--- config.mk ---
export PLATFORM = sky130hd
export DESIGN_NAME = ir_remote_pulse_frame_decoder_core
export DESIGN_NICKNAME = d
export VERILOG_FILES = /design/src/sv/irpfd_pkg.sv /design/src/sv/ir_remote_pulse_frame_decoder_core.sv /design/src/sv/irpfd_frame_decode.sv
export VERILOG_INCLUDE_DIRS = /design/src /design/src/sv
export SDC_FILE = /design/constraint.sdc
export NUM_CORES = 1
export LEC_CHECK = 0
export BUFFER_PORTS_ARGS = -buffer_cell sky130_fd_sc_hd__buf_2
export CAP_MARGIN = 20
export CORE_ASPECT_RATIO = 0.5
export CORE_MARGIN = 5
export CORE_UTILIZATION = 40
export CTS_BUF_LIST = sky130_fd_sc_hd__clkbuf_8
export CTS_CLUSTER_DIAMETER = 100
export DETAILED_ROUTE_END_ITERATION = 7
export SLEW_MARGIN = 10
export SYNTH_ARGS = -nofsm -noshare
export SYNTH_HDL_FRONTEND = slang
export SYNTH_HIERARCHICAL = 1
export SYNTH_SLANG_ARGS = --single-unit
--- constraint.sdc ---
create_clock -name clk_i -period 9.1 [get_ports clk_i]
set_input_delay 0.91 -clock clk_i [delete_from_list [all_inputs] [get_ports clk_i]]
set_output_delay 0.91 -clock clk_i [all_outputs]
set_load 0.03 [all_outputs]
--- src/sv/assert_macros.svh ---
// assertion macros shared by the ir remote decoder rtl
// expects clk_i and rst_ni in the scope of each use
`ifndef ASSERT_MACROS_SVH
`define ASSERT_MACROS_SVH

// implication in the same cycle
`define IRPFD_ASSERT_NOW(label, ante, cons, msg) \
  label: assert property (@(posedge clk_i) disable iff (!rst_ni) (ante) |-> (cons)) \
    else $error(msg);

// implication in the next cycle
`define IRPFD_ASSERT_NEXT(label, ante, cons, msg) \
  label: assert property (@(posedge clk_i) disable iff (!rst_ni) (ante) |=> (cons)) \
    else $error(msg);

`endif

--- src/sv/irpfd_pkg.sv ---
// types, codes and constants of the ir remote pulse frame decoder
// no dependencies
package irpfd_pkg;

  localparam int unsigned MAX_BITS   = 64;
  localparam int unsigned KEY_SLOTS  = 8;
  localparam int unsigned STORE_W    = 64;
  localparam int unsigned HELD_W     = 7;
  localparam int unsigned BIT_IDX_W  = 6;
  localparam int unsigned CFG_IDX_W  = 3;
  localparam int unsigned CFG_DATA_W = 64;

  // event kinds
  localparam logic EVT_EDGE    = 1'b0;
  localparam logic EVT_TIMEOUT = 1'b1;

  // frame kinds
  localparam logic [1:0] FRAME_NEW     = 2'd0;
  localparam logic [1:0] FRAME_REPEAT  = 2'd1;
  localparam logic [1:0] FRAME_UNKNOWN = 2'd2;

  localparam logic [7:0] REPEAT_BYTE = 8'h07;
  localparam logic [3:0] NEW_BYTES   = 4'd5;

  // configuration register indexes
  localparam logic [CFG_IDX_W-1:0] CFG_BIT_THRESHOLD = 3'd0;
  localparam logic [CFG_IDX_W-1:0] CFG_MIN_BITS      = 3'd1;
  localparam logic [CFG_IDX_W-1:0] CFG_MAGIC_PREFIX  = 3'd2;
  localparam logic [CFG_IDX_W-1:0] CFG_KEY_COUNT     = 3'd3;
  localparam logic [CFG_IDX_W-1:0] CFG_KEYS_FIRST    = 3'd4;
  localparam logic [CFG_IDX_W-1:0] CFG_KEYS_SECOND   = 3'd5;

  localparam logic [31:0] RST_BIT_THRESHOLD = 32'd1500000;
  localparam logic [6:0]  RST_MIN_BITS      = 7'd3;
  localparam logic [15:0] RST_MAGIC_PREFIX  = 16'hB0B3;

  typedef struct packed {
    logic        event_kind;
    logic [31:0] edge_time;
  } in_t;

  typedef struct packed {
    logic [1:0]  frame_kind;
    logic [15:0] keycode;
    logic [3:0]  byte_count;
    logic        key_matched;
    logic [2:0]  key_slot;
  } out_t;

  typedef struct packed {
    logic [31:0] bit_threshold;
    logic [6:0]  min_bits;
    logic [15:0] magic_prefix;
    logic [3:0]  key_count;
    logic [63:0] keys_first_half;
    logic [63:0] keys_second_half;
  } cfg_t;

endpackage

--- src/sv/ir_remote_pulse_frame_decoder_core.sv ---
// top level of the ir remote pulse frame decoder
// depends on irpfd_pkg, irpfd_frame_decode and assert_macros.svh
//
// usage:
//   in channel  (in_valid_i, in_data_i, in_stall_o): one event per transfer,
//   either an edge with its timestamp or a silence timeout.
//   out channel (out_valid_o, out_data_o, out_stall_i): one decoded frame per
//   transfer, given when the bit store fills or a timeout finds at least
//   min_bits bits held; other events give no transfer.
//   cfg port (cfg_we_i, cfg_idx_i, cfg_wdata_i): register writes, only while
//   the block is idle.
//   path: a taken event is held in the input register and decoded from there,
//   and its frame is registered in the result register behind out_valid_o.
//   throughput: one event per cycle while the out channel does not stall; the input
//   register, the decode logic and the result register form a two-stage path with no iteration.
//   stall: while the result register holds an untaken frame, the input
//   register waits and in_stall_o rises once it is also full.
//   reset: clears the edge stamp, bit store, held count, last keycode and the
//   valid flags, and loads the register defaults.
`include "assert_macros.svh"

module ir_remote_pulse_frame_decoder_core import irpfd_pkg::*; (
  input  logic                  clk_i,
  input  logic                  rst_ni,
  input  logic                  in_valid_i,
  input  in_t                   in_data_i,
  output logic                  in_stall_o,
  output logic                  out_valid_o,
  output out_t                  out_data_o,
  input  logic                  out_stall_i,
  input  logic                  cfg_we_i,
  input  logic [CFG_IDX_W-1:0]  cfg_idx_i,
  input  logic [CFG_DATA_W-1:0] cfg_wdata_i
);

  cfg_t               cfg_q;
  logic               in_valid_q;
  in_t                in_q;
  logic               out_valid_q;
  out_t               out_q;
  logic [31:0]        stamp_q, stamp_d;
  logic [STORE_W-1:0] store_q, store_d;
  logic [HELD_W-1:0]  held_q, held_d;
  logic [15:0]        prev_q, prev_d;

  logic               adv, fire, in_take;
  logic               is_edge;
  logic [31:0]        gap;
  logic               new_bit;
  logic [STORE_W-1:0] edge_store;
  logic [STORE_W-1:0] dec_store;
  logic [HELD_W-1:0]  dec_held;
  logic               res_valid;
  out_t               res;
  logic               new_key;

  // config registers
  always_ff @(posedge clk_i or negedge rst_ni) begin
    if (!rst_ni) begin
      cfg_q.bit_threshold    <= RST_BIT_THRESHOLD;
      cfg_q.min_bits         <= RST_MIN_BITS;
      cfg_q.magic_prefix     <= RST_MAGIC_PREFIX;
      cfg_q.key_count        <= '0;
      cfg_q.keys_first_half  <= '0;
      cfg_q.keys_second_half <= '0;
    end else if (cfg_we_i) begin
      unique case (cfg_idx_i)
        CFG_BIT_THRESHOLD: cfg_q.bit_threshold    <= cfg_wdata_i[31:0];
        CFG_MIN_BITS:      cfg_q.min_bits         <= cfg_wdata_i[6:0];
        CFG_MAGIC_PREFIX:  cfg_q.magic_prefix     <= cfg_wdata_i[15:0];
        CFG_KEY_COUNT:     cfg_q.key_count        <= cfg_wdata_i[3:0];
        CFG_KEYS_FIRST:    cfg_q.keys_first_half  <= cfg_wdata_i;
        CFG_KEYS_SECOND:   cfg_q.keys_second_half <= cfg_wdata_i;
        default: ;
      endcase
    end
  end

  // handshake
  assign adv        = !out_valid_q || !out_stall_i;
  assign fire       = in_valid_q && adv;
  assign in_stall_o = in_valid_q && !adv;
  assign in_take    = in_valid_i && !in_stall_o;

  // bit forming
  assign is_edge    = (in_q.event_kind == EVT_EDGE);
  assign gap        = in_q.edge_time - stamp_q;
  assign new_bit    = gap > cfg_q.bit_threshold;
  assign edge_store = store_q | (STORE_W'(new_bit) << held_q[BIT_IDX_W-1:0]);
  assign dec_store  = is_edge ? edge_store : store_q;
  assign dec_held   = is_edge ? HELD_W'(MAX_BITS) : held_q;

  always_comb begin
    if (is_edge) begin
      res_valid = (held_q == HELD_W'(MAX_BITS - 1));
    end else begin
      res_valid = (held_q >= cfg_q.min_bits);
    end
  end

  irpfd_frame_decode u_decode (
    .store_i    (dec_store),
    .held_i     (dec_held),
    .prev_key_i (prev_q),
    .cfg_i      (cfg_q),
    .result_o   (res),
    .new_key_o  (new_key)
  );

  // state update
  always_comb begin
    stamp_d = stamp_q;
    store_d = store_q;
    held_d  = held_q;
    prev_d  = prev_q;
    if (fire) begin
      if (is_edge) begin
        stamp_d = in_q.edge_time;
        store_d = edge_store;
        held_d  = held_q + HELD_W'(1);
      end
      if (res_valid) begin
        store_d = '0;
        held_d  = '0;
        if (new_key) begin
          prev_d = res.keycode;
        end
      end
    end
  end

  always_ff @(posedge clk_i or negedge rst_ni) begin
    if (!rst_ni) begin
      stamp_q <= '0;
      store_q <= '0;
      held_q  <= '0;
      prev_q  <= '0;
    end else begin
      stamp_q <= stamp_d;
      store_q <= store_d;
      held_q  <= held_d;
      prev_q  <= prev_d;
    end
  end

  // input register
  always_ff @(posedge clk_i or negedge rst_ni) begin
    if (!rst_ni) begin
      in_valid_q <= 1'b0;
    end else if (in_take) begin
      in_valid_q <= 1'b1;
    end else if (fire) begin
      in_valid_q <= 1'b0;
    end
  end

  always_ff @(posedge clk_i) begin
    if (in_take) begin
      in_q <= in_data_i;
    end
  end

  // result register
  always_ff @(posedge clk_i or negedge rst_ni) begin
    if (!rst_ni) begin
      out_valid_q <= 1'b0;
    end else if (fire && res_valid) begin
      out_valid_q <= 1'b1;
    end else if (!out_stall_i) begin
      out_valid_q <= 1'b0;
    end
  end

  always_ff @(posedge clk_i) begin
    if (fire && res_valid) begin
      out_q <= res;
    end
  end

  assign out_valid_o = out_valid_q;
  assign out_data_o  = out_q;

  `IRPFD_ASSERT_NEXT(a_clear_after_decode, fire && res_valid, held_q == '0 && store_q == '0,
    "bit store not cleared after a decoded frame")
  `IRPFD_ASSERT_NEXT(a_held_counts_edges, fire && is_edge && !res_valid,
    held_q == $past(held_q) + HELD_W'(1), "held bit count did not advance on an edge")
  `IRPFD_ASSERT_NEXT(a_prev_tracks_new, fire && res_valid && new_key,
    prev_q == out_q.keycode, "last keycode not taken from a new frame")
  `IRPFD_ASSERT_NOW(a_unknown_is_empty, out_valid_q && out_q.frame_kind == FRAME_UNKNOWN,
    out_q.keycode == '0 && !out_q.key_matched && out_q.key_slot == '0,
    "unknown frame carries key data")

endmodule

--- src/sv/irpfd_frame_decode.sv ---
// frame classification and key table lookup for the ir remote decoder
// depends on irpfd_pkg
module irpfd_frame_decode import irpfd_pkg::*; (
  input  logic [STORE_W-1:0] store_i,
  input  logic [HELD_W-1:0]  held_i,
  input  logic [15:0]        prev_key_i,
  input  cfg_t               cfg_i,
  output out_t               result_o,
  output logic               new_key_o
);

  logic [7:0]               byte0, byte1;
  logic [3:0]               nbytes;
  logic [HELD_W-1:0]        held_m1;
  logic [1:0]               kind;
  logic [15:0]              code;
  logic [3:0]               limit;
  logic [16*KEY_SLOTS-1:0]  table_bits;
  logic                     matched;
  logic [2:0]               slot;

  assign byte0      = store_i[7:0];
  assign byte1      = store_i[15:8];
  assign held_m1    = held_i - HELD_W'(1);
  assign table_bits = {cfg_i.keys_second_half, cfg_i.keys_first_half};
  assign limit      = (cfg_i.key_count > 4'(KEY_SLOTS)) ? 4'(KEY_SLOTS) : cfg_i.key_count;

  always_comb begin
    if (held_i == '0) begin
      nbytes = 4'd1;
    end else begin
      nbytes = 4'(held_m1 >> 3) + 4'd1;
    end
  end

  always_comb begin
    kind = FRAME_UNKNOWN;
    code = '0;
    if (nbytes == NEW_BYTES && byte0 == cfg_i.magic_prefix[7:0] &&
        byte1 == cfg_i.magic_prefix[15:8]) begin
      kind = FRAME_NEW;
      code = store_i[31:16];
    end else if (nbytes == 4'd1 && byte0 == REPEAT_BYTE && prev_key_i != '0) begin
      kind = FRAME_REPEAT;
      code = prev_key_i;
    end
  end

  // lowest matching slot wins
  always_comb begin
    matched = 1'b0;
    slot    = '0;
    for (int i = KEY_SLOTS - 1; i >= 0; i--) begin
      if (4'(i) < limit && table_bits[16*i +: 16] == code && kind != FRAME_UNKNOWN) begin
        matched = 1'b1;
        slot    = 3'(i);
      end
    end
  end

  always_comb begin
    result_o.frame_kind  = kind;
    result_o.keycode     = code;
    result_o.byte_count  = nbytes;
    result_o.key_matched = matched;
    result_o.key_slot    = slot;
  end

  assign new_key_o = (kind == FRAME_NEW);

endmodule

==> flow_metrics.py <==
metrics = {
    "run_status": {
        "outcome": "finished, final reports clean",
    },
    "drt": {
        "route.vias.total": 13800,
        "antenna_left": 0,
        "wl_per_cell_um": 20.5,
        "firstDrtPassIters": 6,
        "wirelength_mm": 52.5,
        "drc_errors": 0,
        "drt_iter0_drc": 956,
        "routed_via_density": 5.40,
    },
    "global_route": {
        "grt.total_usage_pct": 20.1,
        "grt-ovfl-total": 0,
        "grt_pass1_vias": 13800,
        "antenna_found_initial": 0,
        "grt_max_degree": 93,
        "grt_pass1_wl_mm": 81.3,
    },
    "synthesis": {
        "synthCells": 1753,
        "synthesis.nets": 1931,
        "ys_warn_count": 6,
        "synth_area_mm2": 0.0187,
        "avgSynthCellArea_um2": 10.6,
    },
    "sta": {
        "finalCritPeriodShare_pct": 94.1,
        "maxSlewHeadroom_pct": 28.2,
        "slew_violations": 0,
        "max_freq_mhz": 117,
        "setup_violations": 0,
        "rsz0062_at_grt": "false",
        "fin_crit_ns": 8.57,
        "final.setup.tns_ns": 0,
        "skew_ns": 0.0261,
        "finalHoldViolations": 0,
        "worstMarginPinSlew_ns": 1.07,
    },
    "critical_path": {
        "worstPathArrival_ns": 9.02,
        "rr_startpoint": "in_q[1]",
        "cp-end-kind": "register",
        "reg2reg_to": "out_data_o[0]",
        "crit_fanout": 9,
        "crit_path_start": "in_q[1]",
        "r2r_slack_ns": 0.53,
        "worst_ep_required_time_ns": 9.55,
        "critPathKind": "reg2reg",
        "reg2reg_depth": 27,
        "cp-start-kind": "register",
    },
    "die": {
        "dieArea_mm2": 0.0513,
        "num_io_pins": 133,
        "die_w_um": 316,
        "core_mm2": 0.0457,
        "rows": 55,
        "dieHeight_um": 163,
        "start_util_pct": 40.9,
    },
    "finish": {
        "n_antenna_cell": 0,
        "nets": 2072,
        "drive_gt1_share_pct": 24.1,
        "finalNonFillerCells": 2561,
        "area_growth_pct": 12.9,
        "fill_cells": 4408,
    },
    "placement": {
        "io_buffers": 132,
        "gp_congestion": 0.976,
        "place_hpwl_mm": 38.8,
        "placed_cells": 2466,
    },
    "pwr": {
        "power_density_mw_per_mm2": 225,
        "p_leak_nw": 9.11,
        "vdd_drop_max_v": 0.000101,
    },
    "clock_network": {
        "insertion_delay_ns": 0.61,
        "htree_levels": 2,
        "cts_sinks": 335,
        "clk_pin_slew_ns": 0.06,
        "clk_path_buf_depth": 3,
        "cts_root_buffer": "clkbuf_8",
        "cts_tree": "yes",
        "cts_buffers": 50,
    },
    "run": {
        "cap_violations": 0,
    },
    "worst_hold_path": {
        "min_path_type": "in2async",
    },
}
through the flow:
step	power [mW]	area (um2)	hold WS [ns]	setup WS (ns)	util, %
3_5_place_dp	3.50	20100	0.465	0.352	43.9
4_1_cts	4.74	21000	0.339	0.303	46.0
3_3_place_gp	3.48	20100	0.458	0.592	43.9
6_report	4.73	21100	0.339	0.533	46.1
5_1_grt	5.05	21100	0.362	0.0320	46.1
2_1_floorplan	3.11	18700	0.444	2.08	-
power by group:
part / internal (mW) / leakage, nW / switching [mW]
combinational: 0.651 / 4.59 / 0.858
sequential: 1.80 / 3.96 / 0.206
clock: 0.612 / 0.563 / 0.605
total: 3.06 / 9.11 / 1.67
critical path, stage by stage (launching register included):
cell and delay [ns]:
edfxtp_1 0.45, ha_1 0.31, nor2b_1 0.14, o31a_1 0.28
o311ai_1 0.43, nand2_1 0.19, a31oi_1 0.38, a41o_1 0.26
xnor2_1 0.08, ha_1 0.29, nand3_1 0.10, nor4_1 0.46
and2_1 0.26, nand3_1 0.28, and4bb_1 0.43, a41o_1 0.29
nor4_1 0.41, nand3_1 0.42, a2111oi_0 0.76, a41oi_2 0.06
buf_4 0.29, xnor2_1 0.15, nor4_1 0.43, nand4_1 0.23
nor4_2 0.55, nor2b_1 0.21, o21ai_1 0.08, a211oi_2 0.17
registers in the layout (all words and copies together), names as in the netlist:
register	count
stamp_q	32
store_q	32
prev_q	16
out_data_o	26
held_q	7
out_valid_o	1
in_valid_q	1
in_q	33
cfg_q	187
layer usage:
layer  wire length [um]  vias to the layer above  GRT usage [%]
li1                   -                     6590              -
met1              25300                     6789           29.8
met2              23200                      389           30.9
met3               3100                       69           3.79
met4                952                        0           4.43
met5                  0                        -              0
final cells by class:
cell class	instances	area, um2	area share [%]
inverters	132	495	2.35
flip-flops and latches	335	8700	41.3
multi-input cells	1207	9160	43.5
clock inverters	37	210	0.998
repair buffers	168	957	4.54
well taps	627	785	3.72
clock buffers	55	757	3.59
repair_timing:
action	CTS	global route
buffers inserted	0	2
hold buffers	0	0
gates resized for setup	0	0
endpoints found under the setup margin	0	4
worst max path at each step:
stage / endpoint / slack, ns / cells past startpoint
floorplan: out_data_o[2] / 2.08 / 31
global placement: out_data_o[0] / 0.59 / 27
detailed placement: out_data_o[0] / 0.35 / 27
CTS: out_data_o[0] / 0.30 / 27
global route: out_data_o[2] / 0.03 / 28
finish: out_data_o[0] / 0.53 / 27
cells in the final DEF, fill, tap and decap left out, types with 6 or more instances in the layout:
cell type	n
dfrtp_1	256
mux2_2	167
nand2_1	163
inv_1	152
buf_2	131
o21ai_0	112
xnor2_1	92
ha_1	72
edfxtp_1	59
clkbuf_8	55
nor2_1	52
a21oi_1	51
xor2_1	48
buf_4	34
nand3_1	32
nor4_1	32
nor3_1	29
o21bai_1	29
nand4_1	26
dfstp_2	20
o21ai_1	19
o22ai_1	17
nor2b_1	16
a21o_1	15
or4_1	14
and2_1	14
a211oi_1	13
and3_1	10
or3_1	10
o211ai_1	8
mux2i_1	8
nand2b_1	8
o21a_1	6
and4_1	6
a22oi_1	6
clkinv_1	6
a41oi_2	6
No activity file was read; power rests on OpenSTA's default activity.
